[config.mk]
export PLATFORM = sky130hd
export DESIGN_NAME = wsli_queue
export DESIGN_NICKNAME = d
export VERILOG_FILES = /design/src/sv/wsli_pkg.sv /design/src/sv/wsli_queue.sv
export SDC_FILE = /design/constraint.sdc
export NUM_CORES = 1
export LEC_CHECK = 0
export BUFFER_PORTS_ARGS = -buffer_cell sky130_fd_sc_hd__buf_2
export CAP_MARGIN = 25
export CORE_UTILIZATION = 49
export CTS_CLUSTER_DIAMETER = 40
export DETAILED_ROUTE_END_ITERATION = 7
export PLACE_DENSITY = 0.7
export SLEW_MARGIN = 25
export SYNTH_ARGS = -nofsm -noshare
export SYNTH_HDL_FRONTEND = slang
export SYNTH_SLANG_ARGS = --single-unit
[constraint.sdc]
create_clock -name clk -period 2.7 [get_ports clk]
set_input_delay 0.54 -clock clk [delete_from_list [all_inputs] [get_ports clk]]
set_output_delay 0.54 -clock clk [all_outputs]
set_load 0.05 [all_outputs]
[src/sv/wsli_pkg.sv]
// ----------------------------------------------------------------------------
// wsli_pkg: shared types and constants for the LUT waveshaper
// Payload structs for both channels, the queue entry passed from the front
// end to the back end, and the fixed widths of the sample path.
// ----------------------------------------------------------------------------
package wsli_pkg;

  // Item opcodes.
  localparam logic OP_SAMPLE = 1'b0;
  localparam logic OP_WRITE  = 1'b1;

  // Full scale (1.0 in Q1.15) on the unsigned magnitude.
  localparam logic [15:0] MAG_FULL = 16'd32768;

  // Reset value of the drive gain (unity in Q8.8).
  localparam logic [15:0] GAIN_RESET = 16'd256;

  // Queue between front end and back end.
  localparam int QDEPTH = 4;
  localparam int QAW    = 2;

  // Input transaction.
  typedef struct packed {
    logic               op;
    logic signed [15:0] sample_in;
    logic [9:0]         entry_index;
    logic signed [15:0] entry_value;
  } wsli_in_t;

  // Result transaction.
  typedef struct packed {
    logic signed [15:0] shaped_sample;
    logic               clipped;
  } wsli_out_t;

  // Classified item as it travels through the queue.
  typedef struct packed {
    logic               op;
    logic               wr_ok;
    logic               neg;
    logic               clip;
    logic [15:0]        mag;
    logic [9:0]         entry_index;
    logic signed [15:0] entry_value;
  } wsli_qent_t;

endpackage

[src/sv/wsli_queue.sv]
// ----------------------------------------------------------------------------
// wsli_queue: short FIFO between front end and back end
// Decouples the classifier from the table pipeline so each side can stall.
// ----------------------------------------------------------------------------
module wsli_queue (
  input  logic                 clk,
  input  logic                 rst_n,
  input  logic                 push,
  input  wsli_pkg::wsli_qent_t push_data,
  output logic                 full,
  input  logic                 pop,
  output wsli_pkg::wsli_qent_t pop_data,
  output logic                 not_empty
);

  import wsli_pkg::*;

  wsli_qent_t     entries_r [QDEPTH];
  logic [QAW-1:0] wr_ptr_r;
  logic [QAW-1:0] rd_ptr_r;
  logic [QAW:0]   count_r;
  logic [QAW:0]   count_nxt;

  assign full      = (count_r == (QAW+1)'(QDEPTH));
  assign not_empty = (count_r != '0);
  assign pop_data  = entries_r[rd_ptr_r];

  // Occupancy after this cycle's push and pop.
  always_comb begin
    count_nxt = count_r;
    if (push && !pop) begin
      count_nxt = count_r + 1'b1;
    end else if (pop && !push) begin
      count_nxt = count_r - 1'b1;
    end
  end

  // Pointers and occupancy.
  always_ff @(posedge clk) begin
    if (!rst_n) begin
      wr_ptr_r <= '0;
      rd_ptr_r <= '0;
      count_r  <= '0;
    end else begin
      if (push) begin
        wr_ptr_r <= wr_ptr_r + 1'b1;
      end
      if (pop) begin
        rd_ptr_r <= rd_ptr_r + 1'b1;
      end
      count_r <= count_nxt;
    end
  end

  // Entry storage.
  always_ff @(posedge clk) begin
    if (push) begin
      entries_r[wr_ptr_r] <= push_data;
    end
  end

endmodule

==> impl_results.md, run 1 <==
* Outcome: completed
* Worst endpoint required time at 2.16 ns
* CP Class: reg -> out
* Hold_ws at 0.329 ns
* Share of layout cells above drive strength 1 at 44.4%
* Setup Skew at 0.00481 ns
* Ys async rst share at 0%
* Internal power at 5.10 mW
* Total track usage at 17.4%
* Crit path time final at 2.52 ns
* Switching power at 1.76 mW
* Wire per inst at 20.4 um
* Cell row count at 43
* Synth top area share at 77.3%
* Dominant cell type by area after synthesis: edfxtp_1
* Combinational share of power at 14.3%
* Synth area leaders: edfxtp_1 77%, mux4_2 13%, dfxtp_1 2.5%, mux4_1 2.2%, buf_12 1.1%
* Distinct cells, synth at 21
* Met2 Track Usage GR at 30.4%
* RSZ-0062 raised after global routing: no
* Final Power at 6.87 mW
* CP Capture Type: output port
* Peak VDD IR at 0.000495 V
* Mapped Nets at 339
* Finished Layout Cells at 590
* P_leak at 2.89 nW
* RePlAce Congestion at 0.710
* Placed Instances at 558
* Initial antenna violation count at 1
* Cell count after synthesis at 283
* Mapped cell area at 7150 um2
* Clk sink count at 193
* CP top delay family: multiplexers
* ANT cells at 0
* Seq cells post-synth at 193
* Buffers plus inverters on the worst setup path at 2
* Worst-margin pin slew at 0.506 ns
* Die Width at 123 um
* Core area at 14000 um2
* Vias in the first global route at 3413
* PortBufs at 97
* Hold bufs inserted after CTS at 0
* WL final at 12.0 mm
* Post-route DRC violation count at 0
* Endpoints failing setup at 0
* Critical Path Fanout Max at 15
* Max Freq at 397 MHz
* Min-delay src: push_data[21]
* Mean Syn Cell Area at 25.3 um2
* Worst-Skew Late Latency at 0.42 ns
* Post-synth EDFFs at 184
* Switching share of power at 25.7%
* Starting Density at 50.9%
* Pwr per Cell Area at 811 nW/um2
* Clk root buf: clkbuf_16
* Total CTS buffers at 17
* First-pass GRT wire length at 18.2 mm
* Fin. Hold Viols at 0
* Vias/cell at 5.34
* Main flop type after synthesis: edfxtp_1
* 1st-pass router iterations at 4
* Total Neg Setup Slack at 0 ns
* Worst r2r src: wr_ptr_r[0]$_SDFFE_PN0P_
* Hold WC Path Type: in -> reg
* Reg clk slew, reported paths at 0.07 ns
* Busiest grt layer: met2
* Type of origin of the critical path: flop
* Final ANT Viol Nets at 0
* TritonCTS clock tree: done
* Seq pwr share at 50.9%
* Met1 usage at 20.2%
* Period utilisation layout at 93.2%
* DP HPWL at 7.40 mm
* Nets at 453
* Slowest stage delay, CP at 0.56 ns
* IO Count at 98
* Warnings, synthesis at 0
* Final Max Slew Viols at 0
* Clock Power Share at 34.8%
* Grt ovf at 0
* Die area at 15100 um2
* Chip height at 123 um
* Met3 Resource Use GR at 5.95%
* Max Root-Sink Buffers at 2
* Pin count of the biggest net entering global routing at 35
* H-tree depth at 4
* Maxcap violations at 0
* Via count at 3150
* Slowest CP cell: mux4_1
* Register area share after synthesis at 79.8%
* Post-CTS sizing at 0
* Worst Path Arrival at 1.98 ns
* Slew margin rel. at 66.3%
* Iter 0 DRT Violations at 270
* Number of buffers added for setup after CTS at 0
* Area Overhead vs Synth at 18.5%
* Crit-path cells: buf_12 -> mux4_1 -> buf_2
[cell families (layout without fill, tap and decap cells)]
kind of cell	Yosys count	after routing	synth area share, %
fa+ha+maj	6	6	1.16
xor+xnor	5	5	0.613
flops	193	193	79.8
buf+inv	14	141	1.84
simple gates	15	15	1.30
mux	48	48	15.1
compound gates	2	2	0.175
[synthesized netlist by cell type (all sizes together) (2+ instances only)]
master	instances
inv	4
ha	5
dfxtp	9
mux4	46
xor2	3
and2	9
edfxtp	184
xnor2	2
nor2b	2
mux2i	2
or3	2
buf	9
[power by group through the flow]
stage | logic (mW) | registers, mW | clock network [mW]
after floorplan | 0.766 | 3.53 | 0
after global placement | 0.979 | 3.55 | 0
after detailed placement | 0.994 | 3.56 | 0
after CTS | 0.997 | 3.50 | 2.42
after global routing | 1.04 | 3.51 | 2.54
final | 0.982 | 3.49 | 2.39
[worst reg2reg max path: stages (launching register included)]
cell and delay [ns]:
dfxtp_1 0.34, inv_1 0.09, ha_1 0.14, and2_2 0.47
buf_12 0.30
[metal layers]
layer | vias to the layer above | share of wire [%]
li1 | 1423 | -
met4 | 0 | 0.92
met3 | 8 | 5.4
met1 | 1633 | 40
met5 | - | 0
met2 | 86 | 54
[placed cells by master (no fill, tap or decap), types with 3 or more instances in the layout]
cell	Yosys	final
edfxtp_1	184	184
buf_2	4	97
mux4_2	40	40
clkbuf_16	0	17
dfxtp_1	9	7
buf_12	4	7
mux4_1	6	6
and2_1	9	5
ha_1	5	5
clkinv_2	0	5
clkinvlp_4	0	5
inv_1	4	4
and2_2	0	4
xor2_1	3	3
[sequential cells by signal, indices dropped and copies added, names as in the netlist, named ones only]
name       count
wr_ptr_r       2
entries_r    184
rd_ptr_r       2
count_r        3
[final cells by class]
class | instances | area (um2)
clock buffers | 17 | 425
multi-input cells | 76 | 1320
fillers | 1004 | 5570
clock inverters | 15 | 144
repair buffers | 105 | 633
well taps | 180 | 225
flip-flops and latches | 193 | 5710
inverters | 4 | 15.0
[per-stage QoR]
step                util [%]  instance area (um2)  setup WS [ns]
floorplan                  -                 7150          0.647
detailed placement      56.3                 7900          0.575
finish                  60.3                 8470          0.183
global route            60.3                 8470         0.0393
CTS                     60.3                 8470          0.117
global placement        56.3                 7900          0.591
[worst paths after layout]
check | depth (start not counted) | slack (ns) | end
worst max register to register | 4 | 1.05 | entries_r[0][6]$_DFFE_PP_
worst min register to register | 2 | 0.57 | count_r[2]$_SDFFE_PN0P_
worst max-delay path | 3 | 0.18 | pop_data[44]
worst min-delay path | 1 | 0.33 | entries_r[0][21]$_DFFE_PP_
Power figures use the tool's default switching activity.
==> run 2, diff against run 1 <==
--- a/config.mk
+++ b/config.mk
@@ -7,10 +7,9 @@
 export LEC_CHECK = 0
 export BUFFER_PORTS_ARGS = -buffer_cell sky130_fd_sc_hd__buf_2
 export CAP_MARGIN = 25
-export CORE_UTILIZATION = 49
-export CTS_CLUSTER_DIAMETER = 40
+export CORE_UTILIZATION = 57
 export DETAILED_ROUTE_END_ITERATION = 7
-export PLACE_DENSITY = 0.7
+export PLACE_DENSITY = 0.79
 export SLEW_MARGIN = 25
 export SYNTH_ARGS = -nofsm -noshare
 export SYNTH_HDL_FRONTEND = slang
==> run 2 against run 1 <==
Effect of this change: routed wire length fell by 2.4%; cell count is 1.2% lower; first-iteration DRC count shrank 24%; cell area is 0.86% lower; combinational power is 0.7% lower; die area fell by 14%; register-to-register slack gained 0.12 ns; total power shrank 2.8%; fmax fell by 1.8%; flip-flop and latch count unchanged; critical endpoint is now pop_data[43].
==> impl_results.md, run 2 (synthesis results as in run 1) <==
* Outcome: completed
* Initial antenna violation count at 0
* Chip height at 114 um
* Worst endpoint required time at 2.16 ns
* Max Freq at 390 MHz
* Clk sink count at 193
* Area Overhead vs Synth at 17.5%
* Total track usage at 19.5%
* Iter 0 DRT Violations at 206
* Fin. Hold Viols at 0
* Via count at 3151
* Fin worst setup slack at 0.136 ns
* IO Count at 98
* Worst Path Arrival at 2.02 ns
* Slew margin rel. at 71.2%
* RePlAce Congestion at 0.756
* TritonCTS clock tree: done
* Peak VDD IR at 0.000502 V
* Pwr per Cell Area at 795 nW/um2
* Hold_ws at 0.335 ns
* H-tree depth at 4
* Crit path time final at 2.56 ns
* Number of buffers added for setup after CTS at 0
* Commonest cells after routing, fill and taps aside: 184 x edfxtp_1, 97 x buf_2, 40 x mux4_2
* P_leak at 2.89 nW
* Post-route DRC violation count at 0
* Place WS at 0.534 ns
* Wire per inst at 20.1 um
* Final ANT Viol Nets at 0
* WL final at 11.7 mm
* Cell row count at 40
* Hold bufs inserted after CTS at 0
* Core area at 12100 um2
* CP Capture Type: output port
* CP Class: reg -> out
* Grt ovf at 0
* Endpoints failing setup at 0
* First-pass GRT wire length at 17.8 mm
* Worst-margin pin slew at 0.432 ns
* Reg clk slew, reported paths at 0.06 ns
* Most common cell after layout, fill and taps aside: edfxtp_1
* Final Max Slew Viols at 0
* Pin count of the biggest net entering global routing at 33
* RSZ-0062 raised after global routing: no
* DP HPWL at 7.30 mm
* Total CTS buffers at 17
* Max reg flops at 184
* Max Root-Sink Buffers at 2
* Biggest registers after layout: entries_r x184, count_r x3
* Die Width at 114 um
* Vias/cell at 5.40
* Die area at 13000 um2
* 1st-pass router iterations at 4
* ANT cells at 0
* Most flops, register: entries_r
* Maxcap violations at 0
* Share of layout cells above drive strength 1 at 42.7%
* Worst-Skew Late Latency at 0.42 ns
* Critical Path Fanout Max at 20
* PortBufs at 97
* Vias in the first global route at 3284
* Type of origin of the critical path: flop
* Total Neg Setup Slack at 0 ns
* Hold WC Path Type: in -> reg
* Period utilisation layout at 94.9%
* Setup Skew at 0.00434 ns
* Clk root buf: clkbuf_16
* Post-CTS sizing at 0
* Starting Density at 59.0%
* Nets at 458
[run 2: layout make-up]
type,count,area (um2)
sequential,193,5710
fill,802,3720
multi-input combinational,76,1320
timing repair buffer,110,633
clock buffer,21,440
tap,168,210
clock inverter,11,71.3
inverter,4,15.0
[run 2: critical path, stage by stage (launching register included)]
cell and delay, ns:
dfxtp_4 0.59, buf_12 0.23, mux4_1 0.55, buf_2 0.23
[run 2: metal layers]
metal / vias up / global-route usage [%] / wire (um)
li1: 1434 / - / -
met1: 1611 / 25.3 / 5030
met2: 89 / 31.6 / 5980
met3: 17 / 5.05 / 543
met4: 0 / 8.48 / 167
met5: - / 0 / 0
[run 2: per-stage QoR]
step           std cells  util, %  total power, mW  cell area (um2)
2_1_floorplan        283        -             4.30             7150
3_3_place_gp         551     65.1             4.52             7880
3_5_place_dp         551     65.1             4.55             7880
4_1_cts              583     69.3             6.73             8400
5_1_grt              583     69.3             6.90             8400
6_report             583     69.3             6.68             8400
[run 2: path summary, 6_finish.rpt]
check,startpoint,endpoint,slack [ns],cells after the start
max reg2reg,count_r[0]$_SDFFE_PN0P_,count_r[2]$_SDFFE_PN0P_,1.17,4
min reg2reg,count_r[2]$_SDFFE_PN0P_,count_r[2]$_SDFFE_PN0P_,0.54,2
max,flop,pop_data[43],0.14,3
min,push_data[18],entries_r[3][18]$_DFFE_PP_,0.33,1
[run 2: power by group]
group | switching (mW) | internal (mW) | total (mW) | leakage, nW
logic | 0.659 | 0.316 | 0.975 | 0.871
clock network | 0.959 | 1.24 | 2.20 | 0.251
registers | 0.0646 | 3.43 | 3.50 | 1.77
